[src/rtl/core/dtfp_pkg.sv]
// Shared types, character codes and constant helpers for the decimal text
// to fixed point converter. No dependencies.
`default_nettype none

package dtfp_pkg;

  // Parameter defaults and ranges
  localparam int FRAC_BITS_DEF       = 16;
  localparam int MAX_FRAC_DIGITS_DEF = 6;
  localparam int FRAC_BITS_MIN       = 8;
  localparam int MAX_FRAC_DIGITS_MAX = 7;

  // Queue between the parser and the scaler
  localparam int QUEUE_DEPTH = 4;

  // Widest fields a parsed request can carry over the whole parameter range
  localparam int INT_W_MAX  = 31 - FRAC_BITS_MIN;
  localparam int FRAC_W_MAX = 24;
  localparam int CNT_W_MAX  = 3;

  // Character codes
  localparam logic [7:0] CH_ZERO  = 8'h30;
  localparam logic [7:0] CH_NINE  = 8'h39;
  localparam logic [7:0] CH_POINT = 8'h2E;
  localparam logic [7:0] CH_MINUS = 8'h2D;
  localparam logic [7:0] CH_PLUS  = 8'h2B;
  localparam logic [7:0] CH_SPACE = 8'h20;
  localparam logic [7:0] CH_TAB   = 8'h09;
  localparam logic [7:0] CH_CR    = 8'h0D;

  typedef struct packed {
    logic [7:0] char_byte;
    logic       end_of_text;
  } dtfp_in_t;

  typedef struct packed {
    logic signed [31:0] fixed_value;
    logic               saturated;
  } dtfp_out_t;

  // One finished parse, handed from the parser to the scaler
  typedef struct packed {
    logic [INT_W_MAX-1:0]  int_mag;
    logic [FRAC_W_MAX-1:0] frac_mag;
    logic [CNT_W_MAX-1:0]  frac_cnt;
    logic                  neg;
    logic                  ovf;
  } dtfp_rec_t;

  // 10 to the n, 1 for n below one; elaboration-time use only
  function automatic longint unsigned pow10(input int n);
    longint unsigned p;
    p = 1;
    for (int i = 0; i < n; i++) begin
      p = p * 10;
    end
    return p;
  endfunction

endpackage

`default_nettype wire

[src/rtl/core/dtfp_front.sv]
// Character parser: skips blanks, takes the sign, accumulates integer and
// fraction digits and emits one request per text. Depends on dtfp_pkg.
`default_nettype none

module dtfp_front
  import dtfp_pkg::*;
#(
  parameter int FRAC_BITS       = FRAC_BITS_DEF,
  parameter int MAX_FRAC_DIGITS = MAX_FRAC_DIGITS_DEF
) (
  input  wire logic      clk,
  input  wire logic      rst_n,
  input  wire logic      in_valid,
  input  wire dtfp_in_t  in_data,
  input  wire logic      q_full,
  output logic           push,
  output dtfp_rec_t      push_rec
);

  localparam int INT_W  = 31 - FRAC_BITS;
  localparam int FRAC_W = $clog2(pow10(MAX_FRAC_DIGITS));
  localparam int CNT_W  = $clog2(MAX_FRAC_DIGITS + 1);
  localparam logic [CNT_W-1:0] CNT_LIMIT = CNT_W'(MAX_FRAC_DIGITS);

  typedef enum logic [1:0] {
    PH_SKIP,
    PH_INT,
    PH_FRAC,
    PH_DONE
  } phase_t;

  phase_t            phase_r, phase_nxt;
  logic              neg_r, neg_nxt;
  logic              ovf_r, ovf_nxt;
  logic [INT_W-1:0]  int_r, int_nxt;
  logic [FRAC_W-1:0] frac_r, frac_nxt;
  logic [CNT_W-1:0]  cnt_r, cnt_nxt;

  logic              accept;
  logic              is_digit, is_blank;
  logic [3:0]        digit;
  logic [INT_W+3:0]  int_sum;
  logic              int_add, frac_add;

  assign accept   = in_valid && !q_full;
  assign is_digit = (in_data.char_byte >= CH_ZERO) && (in_data.char_byte <= CH_NINE);
  assign is_blank = (in_data.char_byte == CH_SPACE) ||
                    ((in_data.char_byte >= CH_TAB) && (in_data.char_byte <= CH_CR));
  assign digit    = 4'(in_data.char_byte - CH_ZERO);
  assign int_sum  = (INT_W+4)'(int_r) * (INT_W+4)'(10) + (INT_W+4)'(digit);

  always_comb begin
    phase_nxt = phase_r;
    neg_nxt   = neg_r;
    int_add   = 1'b0;
    frac_add  = 1'b0;
    case (phase_r)
      PH_SKIP: begin
        if (is_blank) begin
          phase_nxt = PH_SKIP;
        end else if (in_data.char_byte == CH_MINUS) begin
          neg_nxt   = 1'b1;
          phase_nxt = PH_INT;
        end else if (in_data.char_byte == CH_PLUS) begin
          phase_nxt = PH_INT;
        end else if (is_digit) begin
          int_add   = 1'b1;
          phase_nxt = PH_INT;
        end else if (in_data.char_byte == CH_POINT) begin
          phase_nxt = PH_FRAC;
        end else begin
          phase_nxt = PH_DONE;
        end
      end
      PH_INT: begin
        if (is_digit) begin
          int_add = 1'b1;
        end else if (in_data.char_byte == CH_POINT) begin
          phase_nxt = PH_FRAC;
        end else begin
          phase_nxt = PH_DONE;
        end
      end
      PH_FRAC: begin
        if (is_digit) begin
          frac_add = 1'b1;
        end else begin
          phase_nxt = PH_DONE;
        end
      end
      default: begin
        phase_nxt = phase_r;
      end
    endcase

    // Integer digit: clamp at the all-ones limit once the sum leaves range
    int_nxt = int_r;
    ovf_nxt = ovf_r;
    if (int_add) begin
      if (int_sum[INT_W+3:INT_W] != 4'd0) begin
        int_nxt = '1;
        ovf_nxt = 1'b1;
      end else begin
        int_nxt = int_sum[INT_W-1:0];
      end
    end

    // Fraction digit: drop digits past the kept count
    frac_nxt = frac_r;
    cnt_nxt  = cnt_r;
    if (frac_add && (cnt_r < CNT_LIMIT)) begin
      frac_nxt = FRAC_W'(frac_r * FRAC_W'(10)) + FRAC_W'(digit);
      cnt_nxt  = cnt_r + CNT_W'(1);
    end
  end

  assign push              = accept && in_data.end_of_text;
  assign push_rec.int_mag  = INT_W_MAX'(int_nxt);
  assign push_rec.frac_mag = FRAC_W_MAX'(frac_nxt);
  assign push_rec.frac_cnt = CNT_W_MAX'(cnt_nxt);
  assign push_rec.neg      = neg_nxt;
  assign push_rec.ovf      = ovf_nxt;

  always_ff @(posedge clk) begin
    if (!rst_n) begin
      phase_r <= PH_SKIP;
      neg_r   <= 1'b0;
      ovf_r   <= 1'b0;
      int_r   <= '0;
      frac_r  <= '0;
      cnt_r   <= '0;
    end else if (accept) begin
      if (in_data.end_of_text) begin
        // Text done: return to the initial parse state
        phase_r <= PH_SKIP;
        neg_r   <= 1'b0;
        ovf_r   <= 1'b0;
        int_r   <= '0;
        frac_r  <= '0;
        cnt_r   <= '0;
      end else begin
        phase_r <= phase_nxt;
        neg_r   <= neg_nxt;
        ovf_r   <= ovf_nxt;
        int_r   <= int_nxt;
        frac_r  <= frac_nxt;
        cnt_r   <= cnt_nxt;
      end
    end
  end

endmodule

`default_nettype wire

[src/rtl/core/dtfp_queue.sv]
// Short request queue between parser and scaler, so each side can stall
// on its own. Depends on dtfp_pkg.
`default_nettype none

module dtfp_queue
  import dtfp_pkg::*;
(
  input  wire logic      clk,
  input  wire logic      rst_n,
  input  wire logic      push,
  input  wire dtfp_rec_t push_rec,
  output logic           full,
  input  wire logic      pop,
  output logic           pop_valid,
  output dtfp_rec_t      pop_rec
);

  localparam int PTR_W = $clog2(QUEUE_DEPTH);
  localparam int CNT_W = $clog2(QUEUE_DEPTH + 1);

  dtfp_rec_t         mem_r [0:QUEUE_DEPTH-1];
  logic [PTR_W-1:0]  wr_ptr_r, rd_ptr_r;
  logic [CNT_W-1:0]  count_r, count_nxt;

  assign full      = (count_r == CNT_W'(QUEUE_DEPTH));
  assign pop_valid = (count_r != '0);
  assign pop_rec   = mem_r[rd_ptr_r];

  always_comb begin
    count_nxt = count_r;
    if (push && !pop) begin
      count_nxt = count_r + CNT_W'(1);
    end else if (pop && !push) begin
      count_nxt = count_r - CNT_W'(1);
    end
  end

  always_ff @(posedge clk) begin
    if (!rst_n) begin
      wr_ptr_r <= '0;
      rd_ptr_r <= '0;
      count_r  <= '0;
    end else begin
      if (push) begin
        wr_ptr_r <= (wr_ptr_r == PTR_W'(QUEUE_DEPTH - 1)) ? '0 : wr_ptr_r + PTR_W'(1);
      end
      if (pop) begin
        rd_ptr_r <= (rd_ptr_r == PTR_W'(QUEUE_DEPTH - 1)) ? '0 : rd_ptr_r + PTR_W'(1);
      end
      count_r <= count_nxt;
    end
  end

  always_ff @(posedge clk) begin
    if (push) begin
      mem_r[wr_ptr_r] <= push_rec;
    end
  end

endmodule

`default_nettype wire

[src/rtl/core/dtfp_back.sv]
// Scaler: aligns the kept fraction to a fixed digit count, scales it to
// FRAC_BITS by a reciprocal multiply for the matching power of ten and forms
// the signed result in an output register. Depends on dtfp_pkg.
`default_nettype none

module dtfp_back
  import dtfp_pkg::*;
#(
  parameter int FRAC_BITS       = FRAC_BITS_DEF,
  parameter int MAX_FRAC_DIGITS = MAX_FRAC_DIGITS_DEF
) (
  input  wire logic      clk,
  input  wire logic      rst_n,
  input  wire logic      q_valid,
  input  wire dtfp_rec_t q_rec,
  output logic           q_pop,
  output logic           out_valid,
  input  wire logic      out_stall,
  output dtfp_out_t      out_data
);

  localparam int INT_W  = 31 - FRAC_BITS;
  localparam int FRAC_W = $clog2(pow10(MAX_FRAC_DIGITS));
  localparam int CNT_W  = $clog2(MAX_FRAC_DIGITS + 1);
  localparam int TBL_N  = 1 << CNT_W;

  // 10^D = 5^D * 2^D, so X * 2^FRAC_BITS / 10^D = X * 2^(FRAC_BITS-D) / 5^D.
  // The reciprocal ceil(2^(FRAC_BITS+LOG25) / 5^D) is exact for every
  // aligned fraction X below 10^D since 2^LOG25 >= 25^D.
  localparam longint unsigned POW5 = pow10(MAX_FRAC_DIGITS) >> MAX_FRAC_DIGITS;
  localparam int LOG25 = $clog2(POW5 * POW5);
  localparam int RSH   = LOG25 + MAX_FRAC_DIGITS;
  localparam int PW    = RSH + FRAC_BITS;
  localparam longint unsigned RECIP_VAL =
    ((64'd1 << (FRAC_BITS + LOG25)) + POW5 - 64'd1) / POW5;
  localparam logic [PW-1:0] RECIP = PW'(RECIP_VAL);

  logic [FRAC_W-1:0]    scale_tbl [0:TBL_N-1];
  logic [CNT_W-1:0]     cnt;
  logic [FRAC_W-1:0]    aligned;
  logic [PW-1:0]        recip_prod;

  logic                 adv;
  logic                 s1_valid_r, s2_valid_r, out_valid_r;
  logic [FRAC_W-1:0]    s1_frac_r;
  logic [INT_W-1:0]     s1_int_r, s2_int_r;
  logic                 s1_neg_r, s2_neg_r;
  logic                 s1_ovf_r, s2_ovf_r;
  logic [FRAC_BITS-1:0] s2_quo_r;
  dtfp_out_t            out_data_r;
  logic [FRAC_BITS-1:0] frac_f;
  logic [31:0]          mag;

  // Bring every fraction to the full digit count: F * 10^(max - n)
  always_comb begin
    for (int i = 0; i < TBL_N; i++) begin
      scale_tbl[i] = FRAC_W'(pow10(MAX_FRAC_DIGITS - i));
    end
  end

  assign cnt     = q_rec.frac_cnt[CNT_W-1:0];
  assign aligned = q_rec.frac_mag[FRAC_W-1:0] * scale_tbl[cnt];

  // Truncating scale by the reciprocal; the top bits are the quotient
  assign recip_prod = PW'(s1_frac_r) * RECIP;

  // Advance the whole pipeline whenever the output register can take a result
  assign adv   = !out_valid_r || !out_stall;
  assign q_pop = adv && q_valid;

  assign frac_f = s2_ovf_r ? '1 : s2_quo_r;
  assign mag    = {1'b0, s2_int_r, frac_f};

  always_ff @(posedge clk) begin
    if (!rst_n) begin
      s1_valid_r  <= 1'b0;
      s2_valid_r  <= 1'b0;
      out_valid_r <= 1'b0;
    end else if (adv) begin
      s1_valid_r  <= q_valid;
      s2_valid_r  <= s1_valid_r;
      out_valid_r <= s2_valid_r;
    end
  end

  always_ff @(posedge clk) begin
    if (adv) begin
      s1_frac_r <= aligned;
      s1_int_r  <= q_rec.int_mag[INT_W-1:0];
      s1_neg_r  <= q_rec.neg;
      s1_ovf_r  <= q_rec.ovf;
      s2_quo_r  <= recip_prod[PW-1:RSH];
      s2_int_r  <= s1_int_r;
      s2_neg_r  <= s1_neg_r;
      s2_ovf_r  <= s1_ovf_r;
      out_data_r.fixed_value <= s2_neg_r ? $signed(32'd0 - mag) : $signed(mag);
      out_data_r.saturated   <= s2_ovf_r;
    end
  end

  assign out_valid = out_valid_r;
  assign out_data  = out_data_r;

endmodule

`default_nettype wire

[src/rtl/core/decimal_text_to_fixed_point.sv]
// Decimal text to signed fixed point converter, top level.
// Instantiates dtfp_front, dtfp_queue and dtfp_back; uses dtfp_pkg.
//
// Usage:
//   The input channel carries one ASCII character per request (char_byte)
//   with end_of_text marking the last character of a number. The parser
//   skips leading blanks, takes an optional sign, integer digits, an
//   optional point and fraction digits; the first character that fits none
//   of these ends the parse and later characters of the same text are
//   ignored. Only the last character of a text produces a result request:
//   the value in two's complement with FRAC_BITS fraction bits, and
//   saturated when the integer part was clamped.
// Throughput: one character per cycle while in_stall is low, also across texts.
// Path: after the last character is accepted, its request is written to the
//   queue and then captured in turn by the fraction alignment stage, the
//   reciprocal multiply stage and the output register, which drives out_valid.
// Stall: out_stall holds the output register and the scaler; the parser
//   keeps accepting until the four-entry queue fills, then raises in_stall.
// Reset: synchronous, active low; clears the parse state, empties the
//   queue and drops any result in flight.
`default_nettype none

module decimal_text_to_fixed_point
  import dtfp_pkg::*;
#(
  parameter int FRAC_BITS       = FRAC_BITS_DEF,
  parameter int MAX_FRAC_DIGITS = MAX_FRAC_DIGITS_DEF
) (
  input  wire logic      clk,
  input  wire logic      rst_n,
  input  wire logic      in_valid,
  output logic           in_stall,
  input  wire dtfp_in_t  in_data,
  output logic           out_valid,
  input  wire logic      out_stall,
  output dtfp_out_t      out_data
);

  logic      q_full;
  logic      push;
  dtfp_rec_t push_rec;
  logic      q_pop;
  logic      q_valid;
  dtfp_rec_t q_rec;

  // Stall characters only while the request queue is full
  assign in_stall = q_full;

  dtfp_front #(
    .FRAC_BITS       (FRAC_BITS),
    .MAX_FRAC_DIGITS (MAX_FRAC_DIGITS)
  ) u_front (
    .clk      (clk),
    .rst_n    (rst_n),
    .in_valid (in_valid),
    .in_data  (in_data),
    .q_full   (q_full),
    .push     (push),
    .push_rec (push_rec)
  );

  dtfp_queue u_queue (
    .clk       (clk),
    .rst_n     (rst_n),
    .push      (push),
    .push_rec  (push_rec),
    .full      (q_full),
    .pop       (q_pop),
    .pop_valid (q_valid),
    .pop_rec   (q_rec)
  );

  dtfp_back #(
    .FRAC_BITS       (FRAC_BITS),
    .MAX_FRAC_DIGITS (MAX_FRAC_DIGITS)
  ) u_back (
    .clk       (clk),
    .rst_n     (rst_n),
    .q_valid   (q_valid),
    .q_rec     (q_rec),
    .q_pop     (q_pop),
    .out_valid (out_valid),
    .out_stall (out_stall),
    .out_data  (out_data)
  );

endmodule

`default_nettype wire

[config.mk]
export PLATFORM = sky130hd
export DESIGN_NAME = decimal_text_to_fixed_point
export DESIGN_NICKNAME = d
export VERILOG_FILES = /design/src/rtl/core/dtfp_pkg.sv /design/src/rtl/core/dtfp_front.sv /design/src/rtl/core/dtfp_queue.sv /design/src/rtl/core/dtfp_back.sv /design/src/rtl/core/decimal_text_to_fixed_point.sv
export SDC_FILE = /design/constraint.sdc
export NUM_CORES = 1
export LEC_CHECK = 0
export BUFFER_PORTS_ARGS = -buffer_cell sky130_fd_sc_hd__buf_2
export CORE_MARGIN = 3
export CORE_UTILIZATION = 55
export DETAILED_ROUTE_END_ITERATION = 8
export PLACE_DENSITY = 0.71
export SLEW_MARGIN = 20
export SYNTH_ARGS = -nofsm -noshare
export SYNTH_HDL_FRONTEND = slang
export SYNTH_SLANG_ARGS = --single-unit
[constraint.sdc]
create_clock -name clk -period 11.2 [get_ports clk]
set_clock_uncertainty 0.1 [all_clocks]
set_input_delay 2.24 -clock clk [delete_from_list [all_inputs] [get_ports clk]]
set_output_delay 2.24 -clock clk [all_outputs]
set_load 0.01 [all_outputs]
==> results of run 1 <==
==> cells by family (layout without fill, tap and decap cells) <==
kind of cell               count (synthesis)  in the layout  share of synthesized area [%]
buffers and inverters                    569            623                           7.44
xor gates and xnor gates                 127            127                           3.84
DFF                                      317            317                           31.0
and+or+nand+nor                          519            519                           9.23
adders and majority gates                687            687                           37.9
AOI/OAI and AO/OA                        307            307                           7.17
muxes                                     53             53                           3.40
==> registers in the layout (all words and copies together) (netlist names), 2 cells and up, named ones only <==
register          flops
u_queue.mem_r       160
u_back.out_data      33
u_back.s1_frac_r     20
u_front.frac_r       20
u_back.s2_quo_r      16
u_back.s1_int_r      15
u_back.s2_int_r      15
u_front.int_r        15
u_front.cnt_r         3
u_queue.count_r       3
u_front.phase_r       2
u_queue.rd_ptr_r      2
u_queue.wr_ptr_r      2
==> synth_stat cells, drive strengths merged (8+ instances only) <==
cell type,n
a211oi,12
buf,13
nand2,142
a21o,29
a21boi,10
or2,15
a21oi,60
or3,15
xor2,33
o21bai,8
a31oi,18
dfxtp,54
nor3b,9
xnor2,94
nor2b,45
mux2i,13
o21ai,64
mux4,36
edfxtp,263
o21a,13
inv,506
and2,36
nand2b,10
nand4,13
a22o,16
nor3,33
fa,319
nor2,89
clkbuf,50
nand3,36
ha,368
and3,53
a22oi,23
==> per-layer routing <==
layer / part of all wire, % / global-route usage, %
met2: 49 / 40.1
met4: 2.9 / 6.42
met5: 0 / 0
met1: 43 / 31.6
met3: 4.9 / 2.99
==> worst min path at each step <==
stage                                      to  slack, ps  depth (start not counted)
after floorplan            u_back.s2_int_r[0]        300                          0
after global placement    u_back.s2_int_r[11]        300                          0
after detailed placement   u_back.s2_int_r[1]        300                          0
after CTS                  u_back.s2_int_r[5]        320                          0
after global routing       u_back.s2_int_r[1]        330                          0
final                      u_back.s2_int_r[5]        320                          0
==> cell type report <==
cell class	count	area, um2
Sequential cell	317	8980
Fill cell	4185	20700
Multi-Input combinational cell	1693	17900
Clock buffer	35	801
Tap cell	680	851
Timing Repair Buffer	59	325
Clock inverter	23	246
Inverter	506	1900
==> through the flow <==
step	hold slack (ps)	area [um2]
floorplan	300	29000
global route	326	31000
detailed placement	305	29900
global placement	304	29900
CTS	318	31000
finish	318	31000
==> impl_metrics.tcl, run 1 <==
set metrics [dict create \
    ctsHoldBuffers 0 \
    clock_latency_ps 580 \
    grt_pass1_vias 19500 \
    cts_max_level 1 \
    netlist_area_um2 29000 \
    via_count 18500 \
    synth_edf_count 263 \
    ys_seq_area_share_pct 31.0 \
    cp_top_family "adder cells" \
    worst_r2r_path_depth 26 \
    finalMaxSlewViolations 0 \
    avgSynthCellArea_um2 11.2 \
    wl_per_cell_um 19.4 \
    final.setup.worst_slack_ps 2450 \
    cts_tree "yes" \
    wl_mm 64.4 \
    die_y_um 236 \
    rsz0062_at_grt "false" \
    crit_cells 26 \
    cts_buffers 31 \
    slowest_stage "dfxtp_2" \
    postCtsSetupBuffers 0 \
    path_class "flop to flop" \
    post-dp-hpwl_mm 51.6 \
    place_congestion 0.994 \
    tns_ps 0 \
    timing.slew.headroom_pct 26.3 \
    grt_start_max_net_pins 70 \
    antenna_found_initial 0 \
    final_hold_viol_count 0 \
    ys_types 82 \
    finalNetCount 3308 \
    synth-main-ff-cell "edfxtp_1" \
    required_ps 11420 \
    cts_buffer_depth 3 \
    status "finished clean" \
    yosys.area.top_type_share_pct 27.3 \
    ant_nets 0 \
    viasPerCell 5.59 \
    finalSetupViolations 0 \
    ys_ff_latch 317 \
    endpoint_kind "flop" \
    final_common_cell "inv_1" \
    fin_crit_sh_pct 78.1 \
    synthesis.nets 3279 \
    final_cells 3313 \
    synth_warnings 0 \
    min-delay-start "u_back.s1_int_r[5]" \
    synth_area_leaders "edfxtp_1, fa_1, ha_1, inv_1, dfxtp_1" \
    tightestPinTransition_ps 1110 \
    drc 0 \
    maxCapViolCount 0 \
    crit_path_end "u_back.s1_frac_r[19]" \
    root_buffer "clkbuf_16" \
    crit_buf_inv 7 \
    final_util_pct 59.9 \
    dp.cells 3255 \
    die_w_um 236 \
    floorplan.initialDensity_pct 56.0 \
    critical_path.max_stage_delay_ps 910 \
    start_kind "flop" \
    antenna_cells 0 \
    min_period_ps 8750 \
    area_delta_synth_final_pct 6.87 \
    cts_sinks 317 \
    grt_pass1_wl_mm 104 \
    min_path_type "flop to flop" \
    drt_pass1_iterations 7 \
    path_clk_slew_ps 60 \
    overflow 0 \
    die_area_um2 55500 \
    crit_fanout 31 \
    drive_gt1_share_pct 7.18 \
    critPathArrivalTime_ps 8970 \
    r2r_end "u_back.s1_frac_r[19]" \
    mostFrequentLayoutCells "inv_1, ha_1, fa_1" \
    track_usage_pct 23.4 \
    std_cell_rows 83 \
    rrSetupSlack_ps 2450 \
    synth_top_cell_by_area "edfxtp_1" \
    drt_iter0_markers 1286 \
    portBuffers 47 \
    netlist_instances 2579 \
    core_um2 51700 \
    io_pins 48 \
    cts_resized 0 \
    pre_cts_ws_ps 2550 \
    max_freq_mhz 114 \
    synth_async_sr_flop_share_pct 0 \
]
Power of run 1 is left out: the tool's default activity adds up to more than one toggle a clock period on the data nets, which glitch-free logic cannot reach.
==> run 2: changes to the inputs <==
- PLACE_DENSITY: 0.71 -> 0.74
- clock period: 11.2 -> 7.5 ns (I/O delays scaled with it)
==> impl_metrics.tcl, run 2 (same netlist as run 1, synthesis figures left out) <==
set metrics [dict create \
    status "finished clean" \
    worst_r2r_path_depth 23 \
    std_cell_rows 83 \
    cpMostUsedCell "fa_1" \
    io_pins 48 \
    wl_per_cell_um 19.3 \
    min_period_ps 7390 \
    post-dp-hpwl_mm 53.0 \
    slowest_stage "fa_2" \
    start_kind "flop" \
    wl_mm 65.5 \
    area_delta_synth_final_pct 9.51 \
    tns_ps 0 \
    timing.slew.headroom_pct 30.0 \
    maxCapViolCount 0 \
    min_path_type "flop to flop" \
    die_area_um2 55500 \
    finalNetCount 3388 \
    final_cells 3391 \
    clock_latency_ps 570 \
    cts_max_level 1 \
    path_clk_slew_ps 70 \
    crit_fanout 4 \
    path_class "flop to flop" \
    cts_buffer_depth 3 \
    required_ps 7790 \
    largest_register "u_queue.mem_r" \
    critPathArrivalTime_ps 7670 \
    place_congestion 1.00 \
    tightestPinTransition_ps 1050 \
    worstPathCellList "buf_6, fa_1, inv_2, fa_2, fa_2, fa_2, fa_1, inv_2, fa_1, inv_1, fa_1, ha_4, nand4_1, a2111oi_2, buf_4, o211ai_1, o31ai_1, buf_4, o211ai_1, a21oi_2, a211o_1, nand4_1, a221oi_2" \
    max_freq_mhz 135 \
    min-delay-start "u_back.s1_int_r[10]" \
    rrSetupSlack_ps 110 \
    endpoint_kind "flop" \
    largest_reg_flops 160 \
    die_w_um 236 \
    final_util_pct 61.4 \
    rsz0062_at_grt "true" \
    final_hold_viol_count 0 \
    critical_path.max_stage_delay_ps 570 \
    finalSetupViolations 0 \
    drt_iter0_markers 1247 \
    track_usage_pct 23.8 \
    r2r_end "u_back.s2_quo_r[13]" \
    antenna_found_initial 0 \
    antenna_cells 0 \
    multi_input_area_um2 18000 \
    floorplan.initialDensity_pct 56.0 \
    crit_buf_inv 6 \
    ff_latch_area_um2 8980 \
    ant_nets 0 \
    cp_top_family "adder cells" \
    timing.rr.start "u_back.s1_frac_r[19]" \
    worstHoldPathCells 0 \
    grt_pass1_vias 20000 \
    drc 0 \
    viasPerCell 5.55 \
    root_buffer "clkbuf_16" \
    drive_gt1_share_pct 11.0 \
    overflow 0 \
    hold_end "u_back.s2_int_r[10]" \
    cts_sinks 317 \
    via_count 18800 \
    grt_pass1_wl_mm 106 \
    portBuffers 47 \
    core_um2 51700 \
    cts_tree "yes" \
    final_common_cell "inv_1" \
    ctsHoldBuffers 0 \
    dp.cells 3305 \
    die_y_um 236 \
    grt_start_max_net_pins 67 \
    nFillCells 4111 \
    drt_pass1_iterations 5 \
    cts_buffers 31 \
    mostFrequentLayoutCells "inv_1, ha_1, fa_1" \
    fin_crit_sh_pct 98.5 \
    finalMaxSlewViolations 0 \
]
## run 2: layer usage
metal  global-route usage (%)  vias up  wire length [um]
li1                         -     8896                 -
met4                     7.34        0              2350
met2                     41.4      443             32600
met1                     31.7     9356             27800
met3                     2.20      130              2820
met5                        0        -                 0
## run 2: worst max-delay path by stage
stage | slack [ps] | startpoint | end | depth (start not counted)
6_report | 110 | u_back.s1_frac_r[19] | u_back.s2_quo_r[13] | 23
3_5_place_dp | -110 | u_back.s1_frac_r[18] | u_back.s2_quo_r[13] | 25
4_1_cts | 5 | u_back.s1_frac_r[19] | u_back.s2_quo_r[13] | 23
2_1_floorplan | 40 | flop | u_back.s1_frac_r[19] | 31
3_3_place_gp | -50 | u_back.s1_frac_r[18] | u_back.s2_quo_r[13] | 25
5_1_grt | -50 | u_back.s1_frac_r[18] | u_back.s2_quo_r[13] | 23
## run 2: area by class of cell
cell class	instances	share of cell area (%)
inverter	506	5.99
multi-input combinational	1693	56.6
clock inverter	17	0.627
timing repair buffer	139	3.06
clock buffer	39	2.70
tap	680	2.68
sequential	317	28.3
## run 2: what timing repair did
item | CTS | global route
endpoints found under the hold margin | 0 | 0
pin swaps | 2 | 22
gates cloned | 0 | 1
setup endpoints to repair | 6 | 14
gates resized for setup | 3 | 35
setup buffers | 2 | 27
## run 2: through the flow
stage                     hold WS (ps)  setup slack (ps)  instance area (um2)
after floorplan                    300              42.9                29000
after global placement             304             -52.2                30300
after detailed placement           305              -110                30300
after CTS                          313              5.39                31400
after global routing               317             -51.4                31700
final                              315               115                31700
Power of run 2 is left out for the same reason.
==> run 3: changes to the inputs <==
- PLACE_DENSITY: 0.74 -> default
- PLACE_DENSITY_LB_ADDON: default -> 0.25
==> impl_metrics.tcl, run 3 (same netlist as run 1, synthesis figures left out) <==
set metrics [dict create \
    status "finished clean" \
    tns_ps 0 \
    fin_crit_sh_pct 96.6 \
    final_hold_viol_count 0 \
    root_buffer "clkbuf_16" \
    overflow 0 \
    nFillCells 4226 \
    area_delta_synth_final_pct 8.83 \
    via_count 18800 \
    die_w_um 236 \
    max_freq_mhz 138 \
    track_usage_pct 23.8 \
    cts_max_level 2 \
    grt_pass1_wl_mm 104 \
    portBuffers 47 \
    cts_buffer_depth 3 \
    tightestPinTransition_ps 1030 \
    place_congestion 0.982 \
    min_path_type "flop to flop" \
    finalSetupViolations 0 \
    floorplan.initialDensity_pct 56.0 \
    die_area_um2 55500 \
    grt_start_max_net_pins 75 \
    mostFrequentLayoutCells "inv_1, ha_1, fa_1" \
    required_ps 7670 \
    viasPerCell 5.59 \
    core_um2 51700 \
    finalMaxSlewViolations 0 \
    ctsHoldBuffers 0 \
    grt_pass1_vias 19500 \
    drive_gt1_share_pct 9.50 \
    antenna_cells 0 \
    critPathArrivalTime_ps 7420 \
    rsz0062_at_grt "false" \
    crit_fanout 6 \
    final_common_cell "inv_1" \
    endpoint_kind "flop" \
    largest_register "u_queue.mem_r" \
    cts_tree "yes" \
    antenna_found_initial 0 \
    die_y_um 236 \
    cts_sinks 317 \
    path_class "flop to flop" \
    timing.slew.headroom_pct 31.4 \
    drt_pass1_iterations 5 \
    maxCapViolCount 0 \
    wl_mm 65.7 \
    cts_buffers 35 \
    path_clk_slew_ps 60 \
    finalNetCount 3359 \
    drt_iter0_markers 1410 \
    clock_latency_ps 540 \
    wl_per_cell_um 19.5 \
    std_cell_rows 83 \
    min_period_ps 7250 \
    largest_reg_flops 160 \
    ant_nets 0 \
    drc 0 \
    post-dp-hpwl_mm 53.3 \
    io_pins 48 \
    start_kind "flop" \
]
-- run 3: cell count changes in the layout (fill, tap and decap cells not counted), moves of 4 or more --
cell	previous run	this run
clkinv_2	2	6
ha_1	362	368
buf_4	85	55
inv_2	5	1
clkbuf_16	31	35
fa_2	7	0
and3_4	0	4
fa_1	312	319
inv_1	501	505
clkbuf_8	5	0
and3_2	4	0
-- run 3: worst paths after layout --
| kind | start | to | depth (start not counted) | slack, ps |
|---|---|---|---|---|
| max reg2reg | u_back.s1_frac_r[16] | u_back.s2_quo_r[12] | 22 | 250 |
| min reg2reg | u_back.s1_int_r[1] | u_back.s2_int_r[1] | 0 | 310 |
| max | u_back.s1_frac_r[16] | u_back.s2_quo_r[12] | 22 | 250 |
| min | u_back.s1_int_r[1] | u_back.s2_int_r[1] | 0 | 310 |
-- run 3: final cells by class --
class / count / area, um2 / area share, %
Multi-Input combinational cell: 1693 / 17900 / 56.9
Sequential cell: 317 / 8980 / 28.5
Inverter: 506 / 1900 / 6.02
Clock buffer: 38 / 887 / 2.81
Tap cell: 680 / 851 / 2.70
Timing Repair Buffer: 106 / 709 / 2.25
Clock inverter: 25 / 270 / 0.857
-- run 3: what timing repair did --
item | 4_1_cts | 5_1_grt
gates resized for setup | 3 | 18
endpoints found under the hold margin | 0 | 0
setup endpoints to repair | 3 | 10
buffers inserted | 0 | 5
pin swaps | 0 | 1
-- run 3: critical path: stages, from the launching register on --
cell      delay [ps]
edfxtp_1         530
fa_1             580
fa_1             520
inv_1             50
fa_1             520
inv_1             60
fa_1             520
fa_1             540
inv_1             50
fa_1             530
inv_1             50
fa_1             450
ha_1             330
a21o_1           180
a21o_1           170
a221o_1          340
a21o_1           190
nor2b_1          170
o211ai_1         220
a21oi_2          140
a2111o_1         450
a31oi_1          200
xnor2_1           90
-- run 3: routing by layer --
metal | vias up | wire (um) | GRT usage (%)
met4 | 0 | 2060 | 7.47
met3 | 104 | 3030 | 2.53
met1 | 9421 | 28700 | 32.4
met5 | - | 0 | 0
met2 | 439 | 32000 | 40.3
li1 | 8842 | - | -
-- run 3: per-stage QoR --
stage / utilization [%] / cell area [um2] / setup WS [ps] / hold slack [ps] / std cells
final: 61.0 / 31500 / 253 / 309 / 3365
after floorplan: - / 29000 / 42.9 / 300 / 2579
after global routing: 61.0 / 31500 / 9.37 / 315 / 3365
after CTS: 60.7 / 31400 / 47.2 / 308 / 3360
after global placement: 58.5 / 30200 / 37.3 / 304 / 3297
after detailed placement: 58.5 / 30200 / -33.3 / 305 / 3297
Power of run 3 is left out for the same reason.
